===== config.mk =====
export PLATFORM = sky130hd
export DESIGN_NAME = bit_tree_slot_allocator_core
export DESIGN_NICKNAME = d
export VERILOG_FILES = /design/src/rtl/bta_pkg.sv /design/src/rtl/bta_ram.sv /design/src/rtl/bit_tree_slot_allocator_core.sv
export SDC_FILE = /design/constraint.sdc
export NUM_CORES = 1
export LEC_CHECK = 0
export BUFFER_PORTS_ARGS = -buffer_cell sky130_fd_sc_hd__buf_2
export CAP_MARGIN = 20
export CORE_UTILIZATION = 38
export CTS_CLUSTER_SIZE = 30
export DETAILED_ROUTE_END_ITERATION = 12
export MAX_ROUTING_LAYER = met4
export PLACE_DENSITY = 0.54
export SLEW_MARGIN = 5
export SYNTH_ARGS = -nofsm -noshare
export SYNTH_HDL_FRONTEND = slang
export SYNTH_SLANG_ARGS = --single-unit

===== constraint.sdc =====
create_clock -name clk -period 9.5 [get_ports clk]
set_input_delay 0.475 -clock clk [delete_from_list [all_inputs] [get_ports clk]]
set_output_delay 0.475 -clock clk [all_outputs]
set_load 0.1 [all_outputs]

===== src/rtl/bta_pkg.sv =====
// Package with shared constants, codes and types for the bit-tree slot allocator.
`timescale 1ns / 1ps
package bta_pkg;

  // Tree geometry: LEAVES slots, one tree level per bit of the slot index.
  localparam int LEAVES = 256;
  localparam int LEVELS = $clog2(LEAVES);
  localparam int SLOT_W = 8;
  localparam int LVL_W  = (LEVELS > 1) ? $clog2(LEVELS) : 1;

  // Every internal node owns one word that holds the bits of its two children.
  localparam int WORDS  = LEAVES - 1;
  localparam int ADDR_W = LEVELS;

  // Function codes of an input transaction.
  localparam logic [1:0] FUNC_ALLOC = 2'd0;
  localparam logic [1:0] FUNC_MARK  = 2'd1;
  localparam logic [1:0] FUNC_CLEAR = 2'd2;

  typedef enum logic [2:0] {
    ST_CLEAR,
    ST_IDLE,
    ST_DESC,
    ST_UP,
    ST_DONE
  } state_t;

  // Word address of the internal node at the given level and offset in that level.
  function automatic logic [ADDR_W-1:0] node_addr(input logic [LVL_W-1:0] lvl,
                                                  input logic [LEVELS-1:0] off);
    logic [ADDR_W:0] base;
    base = (ADDR_W + 1)'(1) << lvl;
    node_addr = ADDR_W'(base - (ADDR_W + 1)'(1) + {1'b0, off});
  endfunction

endpackage


===== src/rtl/bta_ram.sv =====
// Generic single-write, single-read RAM with a registered read port.
`timescale 1ns / 1ps
module bta_ram #(
  parameter int WIDTH = 2,
  parameter int DEPTH = 256
) (
  input  logic                     clk,
  input  logic                     we,
  input  logic [$clog2(DEPTH)-1:0] waddr,
  input  logic [WIDTH-1:0]         wdata,
  input  logic [$clog2(DEPTH)-1:0] raddr,
  output logic [WIDTH-1:0]         rdata
);

  logic [WIDTH-1:0] mem [DEPTH];

  // Write port and registered read port.
  always_ff @(posedge clk) begin
    if (we) begin
      mem[waddr] <= wdata;
    end
    rdata <= mem[raddr];
  end

endmodule


===== src/rtl/bit_tree_slot_allocator_core.sv =====
// Bit-tree slot allocator: a sequencer that walks the occupancy tree one level per cycle.
//
//   channel  direction  handshake             payload
//   in       input      in_valid / in_ready   func, slot_in
//   out      output     out_valid / out_ready slot_out, full_res, was_set
//
// Allocate and a mark of a free slot make LEVELS reads going down the tree and LEVELS
// writes coming back up, through one RAM port pair.
// A mark of a slot already in use skips the way up.
// Allocate on a full tree and the unused code go straight to the result.
// Clear-all and reset both run a sweep over the LEAVES-1 node words of the tree RAM;
// no transaction is accepted during a sweep. A finished result waits in the output
// register while the next transaction is accepted.
`timescale 1ns / 1ps
module bit_tree_slot_allocator_core (
  input  logic                       clk,
  input  logic                       rst,
  input  logic                       in_valid,
  output logic                       in_ready,
  input  logic [1:0]                 func,
  input  logic [bta_pkg::SLOT_W-1:0] slot_in,
  output logic                       out_valid,
  input  logic                       out_ready,
  output logic [bta_pkg::SLOT_W-1:0] slot_out,
  output logic                       full_res,
  output logic                       was_set
);
  import bta_pkg::*;

  state_t state, state_next;

  logic [LVL_W-1:0]  lvl;
  logic [LEVELS-1:0] off;
  logic [LEVELS-1:0] steer;
  logic              is_alloc;
  logic              cidx;
  logic              cval;
  logic [1:0]        path [LEVELS];
  logic              root;
  logic [ADDR_W-1:0] sweep;
  logic              clr_reply;
  logic [SLOT_W-1:0] res_slot;
  logic              res_full;
  logic              res_was;

  logic              accept;
  logic              last_lvl;
  logic              sweep_last;
  logic              out_free;
  logic              dir;
  logic [LEVELS-1:0] off_step;
  logic [1:0]        wword;
  logic              parent_old;
  logic              parent_new;
  logic              leaf_busy;

  logic              ram_we;
  logic [ADDR_W-1:0] ram_waddr;
  logic [1:0]        ram_wdata;
  logic [ADDR_W-1:0] ram_raddr;
  logic [1:0]        ram_rdata;

  // Tree storage: word k holds the left (bit 0) and right (bit 1) child of node k.
  bta_ram #(
    .WIDTH(2),
    .DEPTH(LEAVES)
  ) u_tree (
    .clk  (clk),
    .we   (ram_we),
    .waddr(ram_waddr),
    .wdata(ram_wdata),
    .raddr(ram_raddr),
    .rdata(ram_rdata)
  );

  // Shared datapath terms.
  assign accept     = in_valid && in_ready;
  assign last_lvl   = (lvl == LVL_W'(LEVELS - 1));
  assign sweep_last = (sweep == ADDR_W'(WORDS - 1));
  assign out_free   = !out_valid || out_ready;
  assign dir        = is_alloc ? ram_rdata[0] : steer[LEVELS-1];
  assign off_step   = {off[LEVELS-2:0], dir};
  assign leaf_busy  = ram_rdata[dir];

  // Child word after the update on the way up, and the parent bit it implies.
  assign wword      = cidx ? {cval, path[0][0]} : {path[0][1], cval};
  assign parent_old = (lvl == '0) ? root : path[1][off[0]];
  always_comb begin
    priority if (&wword) begin
      parent_new = 1'b1;
    end else if (~|wword) begin
      parent_new = 1'b0;
    end else begin
      parent_new = parent_old;
    end
  end

  // Next state.
  always_comb begin
    state_next = state;
    unique case (state)
      ST_CLEAR: begin
        if (sweep_last) begin
          state_next = clr_reply ? ST_DONE : ST_IDLE;
        end
      end
      ST_IDLE: begin
        if (accept) begin
          priority if (func == FUNC_CLEAR) begin
            state_next = ST_CLEAR;
          end else if (func == FUNC_MARK) begin
            state_next = ST_DESC;
          end else if (func == FUNC_ALLOC && !root) begin
            state_next = ST_DESC;
          end else begin
            state_next = ST_DONE;
          end
        end
      end
      ST_DESC: begin
        if (last_lvl) begin
          state_next = (!is_alloc && leaf_busy) ? ST_DONE : ST_UP;
        end
      end
      ST_UP: begin
        if (lvl == '0) begin
          state_next = ST_DONE;
        end
      end
      ST_DONE: begin
        if (out_free) begin
          state_next = ST_IDLE;
        end
      end
      default: state_next = ST_IDLE;
    endcase
  end

  // Handshake and tree RAM controls.
  always_comb begin
    in_ready  = 1'b0;
    ram_we    = 1'b0;
    ram_waddr = '0;
    ram_wdata = '0;
    ram_raddr = '0;
    unique case (state)
      ST_CLEAR: begin
        ram_we    = 1'b1;
        ram_waddr = sweep;
      end
      ST_IDLE: begin
        in_ready  = 1'b1;
        ram_raddr = node_addr('0, '0);
      end
      ST_DESC: begin
        if (!last_lvl) begin
          ram_raddr = node_addr(lvl + LVL_W'(1), off_step);
        end
      end
      ST_UP: begin
        ram_we    = 1'b1;
        ram_waddr = node_addr(lvl, off);
        ram_wdata = wword;
      end
      ST_DONE: begin
        in_ready = 1'b0;
      end
      default: in_ready = 1'b0;
    endcase
  end

  // Control registers.
  always_ff @(posedge clk) begin
    if (rst) begin
      state     <= ST_CLEAR;
      root      <= 1'b0;
      sweep     <= '0;
      clr_reply <= 1'b0;
      out_valid <= 1'b0;
    end else begin
      state <= state_next;
      if (state == ST_CLEAR) begin
        sweep <= sweep + ADDR_W'(1);
      end
      if (accept && func == FUNC_CLEAR) begin
        root      <= 1'b0;
        sweep     <= '0;
        clr_reply <= 1'b1;
      end
      if (state == ST_UP && lvl == '0) begin
        root <= parent_new;
      end
      if (state == ST_DONE && out_free) begin
        out_valid <= 1'b1;
      end else if (out_ready) begin
        out_valid <= 1'b0;
      end
    end
  end

  // Walk registers, path stack and result.
  always_ff @(posedge clk) begin
    if (accept) begin
      lvl      <= '0;
      off      <= '0;
      steer    <= slot_in;
      is_alloc <= (func == FUNC_ALLOC);
      res_slot <= '0;
      res_full <= (func == FUNC_ALLOC) && root;
      res_was  <= 1'b0;
    end

    // Going down: push each word read, step to the chosen child.
    if (state == ST_DESC) begin
      path[0] <= ram_rdata;
      for (int i = 1; i < LEVELS; i++) begin
        path[i] <= path[i-1];
      end
      steer <= {steer[LEVELS-2:0], 1'b0};
      if (last_lvl) begin
        res_slot <= SLOT_W'(off_step);
        res_was  <= !is_alloc && leaf_busy;
        cidx     <= dir;
        cval     <= 1'b1;
      end else begin
        lvl <= lvl + LVL_W'(1);
        off <= off_step;
      end
    end

    // Going up: pop one word per level and carry the new node bit to its parent.
    if (state == ST_UP) begin
      for (int i = 0; i < LEVELS - 1; i++) begin
        path[i] <= path[i+1];
      end
      cval <= parent_new;
      cidx <= off[0];
      off  <= off >> 1;
      lvl  <= lvl - LVL_W'(1);
    end

    if (state == ST_DONE && out_free) begin
      slot_out  <= res_slot;
      full_res  <= res_full;
      was_set   <= res_was;
    end
    if (state == ST_CLEAR && sweep_last && clr_reply) begin
      res_slot <= '0;
      res_full <= 1'b0;
      res_was  <= 1'b0;
    end
  end

  // A full result only comes from a tree whose root is set.
  a_full_root: assert property (@(posedge clk) disable iff (rst)
    state == ST_DONE && res_full |-> root)
    else $error("full reported while the root is clear");

  // Clear-all empties the root at once.
  a_clear_root: assert property (@(posedge clk) disable iff (rst)
    accept && func == FUNC_CLEAR |=> !root && state == ST_CLEAR)
    else $error("clear-all did not empty the root");

  // The descent moves down exactly one level per cycle.
  a_desc_step: assert property (@(posedge clk) disable iff (rst)
    state == ST_DESC && !last_lvl |=> state == ST_DESC && lvl == $past(lvl) + LVL_W'(1))
    else $error("descent skipped a level");

  // The ascent ends at the root and then reports.
  a_up_end: assert property (@(posedge clk) disable iff (rst)
    state == ST_UP && lvl == '0 |=> state == ST_DONE)
    else $error("ascent did not finish at the root");

endmodule


==> impl_metrics.env, run 1 <==
export IMPL_status="completed"
export IMPL_syn_cell_area_mm2=0.02586
export IMPL_grt_usage=0.2157
export IMPL_synth_ff_type="edfxtp_1"
export IMPL_avgSynthCellArea_um2=12.30
export IMPL_vias=17140
export IMPL_antenna_found_initial=1
export IMPL_drv_slew=0
export IMPL_rsz0062_at_grt="false"
export IMPL_grt_pass1_wl_um=108600
export IMPL_via_per_inst=5.683
export IMPL_min_period_over_period=0.5731
export IMPL_hold_viol=0
export IMPL_cts_htree_levels=2
export IMPL_sw_frac_of_total=0.2528
export IMPL_worst_path_stages=14
export IMPL_cts_root_buf="clkbuf_16"
export IMPL_grt_use_met3=0.03270
export IMPL_hold_buffers=0
export IMPL_final_area_mm2=0.02895
export IMPL_ys_ff_latch=586
export IMPL_grt_util_met2=0.3430
export IMPL_clkLatencyLatePin_ns=0.65
export IMPL_worst_pin_slew_ns=1.004
export IMPL_endpoint="u_tree.rdata[0]"
export IMPL_setup_viol=0
export IMPL_relSlewSlack=0.3304
export IMPL_start_util=0.3844
export IMPL_critPathBufInv=3
export IMPL_crit_family="adder cells"
export IMPL_place_congestion=0.8722
export IMPL_syn_to_final_growth_pct=11.92
export IMPL_clock_path_buffers=3
export IMPL_top_usage_layer="met2"
export IMPL_ys_types=78
export IMPL_drt_iter0_drc=1841
export IMPL_grt_util_met1=0.2832
export IMPL_dpl_cell_area_mm2=0.02687
export IMPL_drv_cap=0
export IMPL_switchingPower_mw=1.527
export IMPL_p_int_mw=4.513
export IMPL_fmax_mhz=183.7
export IMPL_hpwl_um=41810
export IMPL_rows=95
export IMPL_core_mm2=0.06728
export IMPL_critPathCaptureType="register"
export IMPL_drc=0
export IMPL_cts_buffers=61
export IMPL_worst_hold_slack_ns=0.08488
export IMPL_reg2reg_slack_ns=4.06
export IMPL_num_fill_cells=6217
export IMPL_multiInputGateArea_mm2=0.007926
export IMPL_critPathMaxStageDelay_ns=0.93
export IMPL_cts_tree="built"
export IMPL_seq_area_frac_synth=0.6657
export IMPL_period_minus_slack_ns=5.445
export IMPL_p_leak_nw=10.75
export IMPL_power_frac_seq=0.466
export IMPL_post_cts_buffers=0
export IMPL_antenna_left=0
export IMPL_max_vdd_ir_drop_v=0.0001435
export IMPL_crit_chain="ha_1 -> ha_1 -> nand2_1 -> ha_4 -> inv_1 -> buf_4 -> nand2_4 -> buf_4 -> mux2i_1 -> a221oi_1 -> and3_1 -> o31ai_1 -> o211ai_1 -> and4bb_1"
export IMPL_worst_path_max_delay_cell="ha_4"
export IMPL_clk_pin_slew_ns=0.06
export IMPL_ios=26
export IMPL_p_per_area_mw_per_mm2=208.7
export IMPL_hp_class="in2reg"
export IMPL_ctsResizeCount=0
export IMPL_dieWidth_um=262.9
export IMPL_dieArea_mm2=0.06911
export IMPL_synth_edf_count=548
export IMPL_detail_route_wl_per_cell_um=24.10
export IMPL_crit_start="lvl[0]"
export IMPL_drive_gt1_frac=0.1106
export IMPL_ys_warn_count=0
export IMPL_dr_pass1_iters=5
export IMPL_drt_wl_total_um=72670
export IMPL_worstPathRequired_ns=10.02
export IMPL_power_frac_clock=0.408
export IMPL_antenna_cells=0
export IMPL_portBuffers=25
export IMPL_synth_async_reset_ratio=0
export IMPL_seq_area_mm2=0.01722
export IMPL_grt_pass1_vias=16960
export IMPL_cts_sinks=586
export IMPL_arrival_ns=5.97
export IMPL_nNetsFinal=2144
export IMPL_startpoint_type="register"
export IMPL_rr_worst_depth=14
export IMPL_r2r_end="u_tree.rdata[0]"
export IMPL_overflow=0
export IMPL_rr_startpoint="lvl[0]"
export IMPL_worstSetupPathType="reg2reg"
export IMPL_comb_power_share=0.126
export IMPL_grt_max_degree=215
export IMPL_fin_skew_ns=0.02835
export IMPL_worstPathMaxFanout=68
export IMPL_synth_cells=2102
export IMPL_die_h_um=262.9
export IMPL_syn_nets=2154
## area by class of cell
cell class                 instances  share of cell area
clock buffer                      76             0.05680
inverter                          47            0.006095
tap                              873             0.03774
multi-input combinational       1328              0.2738
sequential                       586              0.5948
clock inverter                    38             0.01414
timing repair buffer              68             0.01660
## tightest hold or removal path, stage by stage
cell and delay, ns:
buf_2 0.09, nand2_1 0.04, a21oi_1 0.05
## metrics by stage
stage                     TNS, ns  total power [mW]  std cells  setup WS (ns)  utilization
final                           0             6.040       3016          4.055       0.4302
after global routing            0             6.227       3016          3.762       0.4302
after CTS                       0             6.072       3015          4.076       0.4299
after detailed placement        0             3.623       2901          4.100       0.3994
after global placement          0             3.608       2900          4.114       0.3992
after floorplan           -450.09             3.398       2102        -0.8793            -
## placed cells by master (no fill, tap or decap), types with 7 or more instances in the layout
cell       netlist  routed
edfxtp_1       548     548
nor2_1         342     341
nand2_1        239     234
a21oi_1         96      94
mux2i_1         93      93
nand3_1         90      90
o21ai_0         64      64
clkbuf_16        0      62
mux2_2          49      49
inv_1           47      47
buf_4            5      40
dfxtp_1         38      38
ha_1            36      34
buf_2           51      25
a22oi_1         24      24
a31oi_1         21      21
a221oi_1        20      20
nand2b_1        19      19
nor3_1          17      16
a22o_1          15      15
a211oi_1        15      15
clkinv_2         0      15
nand4_1         13      13
o22ai_1         13      13
nor2b_1         12      12
clkinv_1         0      11
xnor2_1         10      10
and3_1          10      10
o21ai_1         10      10
clkbuf_1        75      10
bufinv_16        0       8
and2_1           7       7
xor2_1           7       7
## metal layers
metal	vias to the layer above	routed length [um]
li1	7713	-
met5	-	0
met3	149	5006
met4	0	2314
met2	710	34290
met1	8567	31060
## logic make-up after synthesis
| group | count (synthesis) | synth area share |
|---|---|---|
| fa+ha+maj | 39 | 0.01935 |
| buf+inv | 188 | 0.03164 |
| mux | 145 | 0.05994 |
| simple gates | 779 | 0.1294 |
| flops | 586 | 0.6657 |
| xor+xnor | 17 | 0.005757 |
| compound gates | 348 | 0.08824 |
## power groups by stage
stage               registers (mW)  clock network (mW)  logic (mW)
detailed placement            2.87                   0       0.751
finish                        2.82                2.46       0.759
global placement              2.87                   0       0.738
global route                  2.82                2.58       0.824
CTS                           2.82                2.50       0.757
floorplan                     2.86                   0       0.535
## Yosys cell counts, types with 17 or more instances
| master | number | share of area |
|---|---|---|
| dfxtp_1 | 38 | 0.029 |
| nor2_1 | 342 | 0.050 |
| mux2i_1 | 93 | 0.036 |
| buf_2 | 51 | 0.0099 |
| inv_1 | 47 | 0.0068 |
| o21ai_0 | 64 | 0.012 |
| a221oi_1 | 20 | 0.0068 |
| clkbuf_1 | 75 | 0.011 |
| a22oi_1 | 24 | 0.0070 |
| a31oi_1 | 21 | 0.0051 |
| nand2b_1 | 19 | 0.0046 |
| nor3_1 | 17 | 0.0033 |
| a21oi_1 | 96 | 0.019 |
| nand3_1 | 90 | 0.017 |
| edfxtp_1 | 548 | 0.64 |
| mux2_2 | 49 | 0.021 |
| nand2_1 | 239 | 0.035 |
| ha_1 | 36 | 0.017 |
## worst min-delay path by stage
stage / start / cells after the start / to
2_1_floorplan: res_full / 0 / full_res
3_3_place_gp: res_was / 0 / was_set
3_5_place_dp: res_slot[7] / 0 / slot_out[7]
4_1_cts: slot_in[0] / 3 / steer[0]
5_1_grt: slot_in[0] / 3 / steer[0]
6_report: slot_in[0] / 3 / steer[0]
## registers in the layout, summed over array words and instances (netlist names), 2 cells and up
name	cells
lvl	3
off	8
path	16
res_slot	8
slot_out	8
state	3
steer	8
sweep	8
u_tree.mem	512
u_tree.rdata	2
Note: power is estimated with default switching activity, not from simulation.
==> run 2: changes to the inputs <==
--- a/config.mk
+++ b/config.mk
@@ -5,13 +5,14 @@
 export SDC_FILE = /design/constraint.sdc
 export NUM_CORES = 1
 export LEC_CHECK = 0
+export ABC_AREA = 1
 export BUFFER_PORTS_ARGS = -buffer_cell sky130_fd_sc_hd__buf_2
 export CAP_MARGIN = 20
 export CORE_UTILIZATION = 38
 export CTS_CLUSTER_SIZE = 30
 export DETAILED_ROUTE_END_ITERATION = 12
 export MAX_ROUTING_LAYER = met4
-export PLACE_DENSITY = 0.54
+export PLACE_DENSITY = 0.52
 export SLEW_MARGIN = 5
 export SYNTH_ARGS = -nofsm -noshare
 export SYNTH_HDL_FRONTEND = slang
==> constraint.sdc (replaced) <==
create_clock -name clk -period 5.6 [get_ports clk]
set_input_delay 0.28 -clock clk [delete_from_list [all_inputs] [get_ports clk]]
set_output_delay 0.28 -clock clk [all_outputs]
set_load 0.1 [all_outputs]
==> impl_metrics.env, run 2 <==
export IMPL_crit_start="lvl[0]"
export IMPL_synth_cells=2819
export IMPL_p_int_mw=7.558
export IMPL_setup_viol=0
export IMPL_grt_pass1_wl_um=113700
export IMPL_antenna_cells=0
export IMPL_final_common_cell="edfxtp_1"
export IMPL_power_mw=10.34
export IMPL_syn_nets=2871
export IMPL_arrival_ns=4.44
export IMPL_final_area_mm2=0.03066
export IMPL_syn_to_final_growth_pct=11.70
export IMPL_via_per_inst=5.071
export IMPL_antenna_found_initial=0
export IMPL_ios=26
export IMPL_route_met3_wl_um=4382
export IMPL_p_leak_nw=12.18
export IMPL_drt_met1_wl_um=32610
export IMPL_drv_cap=0
export IMPL_place_congestion=0.8265
export IMPL_clock_path_buffers=3
export IMPL_cts_buffers=61
export IMPL_num_fill_cells=6920
export IMPL_route_met2_wl_um=34880
export IMPL_hold_path_startpoint="in_valid"
export IMPL_critPathCaptureType="register"
export IMPL_ys_types=44
export IMPL_synth_ff_type="edfxtp_1"
export IMPL_startpoint_type="register"
export IMPL_cts_sinks=586
export IMPL_synth_edf_count=548
export IMPL_multiInputGateArea_mm2=0.007741
export IMPL_dieWidth_um=270.8
export IMPL_cts_tree="built"
export IMPL_synth_top_cells_by_area="edfxtp_1 60%, nand3_1 7.2%, inv_1 6.3%, nand2_1 6.2%, nor2_1 5.5%"
export IMPL_worstSetupPathType="reg2reg"
export IMPL_rows=98
export IMPL_clkLatencyLatePin_ns=0.65
export IMPL_cts_root_buf="clkbuf_16"
export IMPL_cts_htree_levels=2
export IMPL_seq_area_mm2=0.01722
export IMPL_synth_top_area_frac=0.5996
export IMPL_core_mm2=0.07149
export IMPL_sw_frac_of_total=0.2688
export IMPL_ys_warn_count=0
export IMPL_synth_async_reset_ratio=0
export IMPL_synth_top_area_cell="edfxtp_1"
export IMPL_hold_viol=0
export IMPL_drive_gt1_frac=0.07442
export IMPL_status="completed"
export IMPL_synth_commonest_cells="548 x edfxtp_1, 460 x inv_1, 455 x nand2_1, 401 x nor2_1, 395 x nand3_1"
export IMPL_start_util=0.3839
export IMPL_clk_pin_slew_ns=0.06
export IMPL_avgSynthCellArea_um2=9.736
export IMPL_hpwl_um=44770
export IMPL_worst_pin_slew_ns=1.096
export IMPL_grt_pass1_vias=18840
export IMPL_final_cell_mix="548 x edfxtp_1, 460 x inv_1, 455 x nand2_1"
export IMPL_ys_ff_latch=586
export IMPL_largest_reg_flops=512
export IMPL_syn_cell_area_mm2=0.02745
export IMPL_nNetsFinal=2861
export IMPL_drv_slew=0
export IMPL_portBuffers=25
export IMPL_synth_most_common_cell="edfxtp_1"
export IMPL_switchingPower_mw=2.778
export IMPL_fin_util=0.4289
export IMPL_ctsResizeCount=0
export IMPL_grt_usage=0.2091
export IMPL_grt_max_degree=169
export IMPL_rr_startpoint="lvl[0]"
export IMPL_vias=19330
export IMPL_setup_ws_ns=1.480
export IMPL_period_minus_slack_ns=4.120
export IMPL_dpl_cell_area_mm2=0.02862
export IMPL_hp_class="in2reg"
export IMPL_dieArea_mm2=0.07331
export IMPL_p_per_area_mw_per_mm2=337.2
export IMPL_overflow=0
export IMPL_seq_area_frac_synth=0.6273
export IMPL_detail_route_wl_per_cell_um=19.48
export IMPL_drt_iter0_drc=1723
export IMPL_comb_power_share=0.147
export IMPL_power_frac_seq=0.474
export IMPL_relSlewSlack=0.2677
export IMPL_min_period_over_period=0.7358
export IMPL_largest_register="u_tree.mem"
export IMPL_top_regs="u_tree.mem (512), path (16)"
export IMPL_worstPathRequired_ns=5.92
export IMPL_pre_cts_ws_ns=1.548
export IMPL_post_cts_buffers=0
export IMPL_antenna_left=0
export IMPL_worstPathMaxFanout=16
export IMPL_rsz0062_at_grt="false"
export IMPL_top_layer="met4"
export IMPL_max_vdd_ir_drop_v=0.0002889
export IMPL_drc=0
export IMPL_power_frac_clock=0.378
export IMPL_fin_skew_ns=0.02128
export IMPL_dr_pass1_iters=5
export IMPL_drt_wl_total_um=74260
export IMPL_fmax_mhz=242.7
export IMPL_die_h_um=270.8
==> run 2: critical path: stages (launching register included) <==
cell and delay [ns]:
dfxtp_1 0.35, inv_1 0.14, ha_1 0.27, nand2_1 0.19
ha_1 0.23, inv_1 0.06, ha_1 0.14, inv_1 0.07
fa_1 0.41, inv_1 0.10, nand3_1 0.09, nand2_1 0.12
nand2_1 0.06, nand2_1 0.06, a21oi_1 0.07, o21ai_1 0.17
nand2_2 0.26, inv_2 0.20, nand3_2 0.39, nor2_1 0.41
==> run 2: routing by layer <==
| metal | vias up | track usage |
|---|---|---|
| met5 | - | - |
| met4 | 0 | 0.07345 |
| met3 | 117 | 0.03009 |
| met2 | 526 | 0.3323 |
| met1 | 9384 | 0.2730 |
| li1 | 9305 | - |
==> run 2: worst paths after layout <==
kind	to	slack [ns]	cells after the start
max reg2reg	u_tree.mem[85][1]	1.48	19
min	state[0]	0.17	5
max	u_tree.mem[85][1]	1.48	19
min reg2reg	slot_out[4]	0.43	0
==> run 2: cell families (layout without fill, tap and decap cells) <==
logic type	after synthesis	after routing	share of synthesized area
simple gates	1326	1326	0.2094
xor+xnor	8	8	0.002553
compound gates	230	230	0.05046
flops	586	586	0.6273
buf+inv	630	673	0.09204
fa+ha+maj	39	39	0.01823
==> run 2: final cells by class <==
| class | instances | share of cell area |
|---|---|---|
| flip-flops and latches | 586 | 0.5616 |
| clock buffers | 85 | 0.05440 |
| well taps | 950 | 0.03877 |
| inverters | 474 | 0.05820 |
| repair buffers | 83 | 0.02669 |
| multi-input cells | 1603 | 0.2525 |
| clock inverters | 31 | 0.007836 |
==> run 2: timing repair <==
item | in CTS | in global routing
endpoints found under the setup margin | 0 | 0
hold buffers | 13 | 0
hold endpoints to repair | 14 | 0
==> run 2: through the flow <==
stage	instances	hold slack, ns	setup TNS (ns)
after floorplan	2819	0.3491	-29.50
after global placement	3678	0.4172	0
after detailed placement	3683	0.4165	0
after CTS	3812	0.1432	0
after global routing	3812	0.1780	0
final	3812	0.1739	0
==> run 2: power by group through the flow <==
stage                     clock network, mW  registers (mW)  logic [mW]
final                                  3.91            4.90        1.52
after global routing                   4.16            4.91        1.71
after CTS                              4.00            4.90        1.52
after detailed placement                  0            4.99        1.50
after global placement                    0            4.99        1.45
after floorplan                           0            4.96        1.06
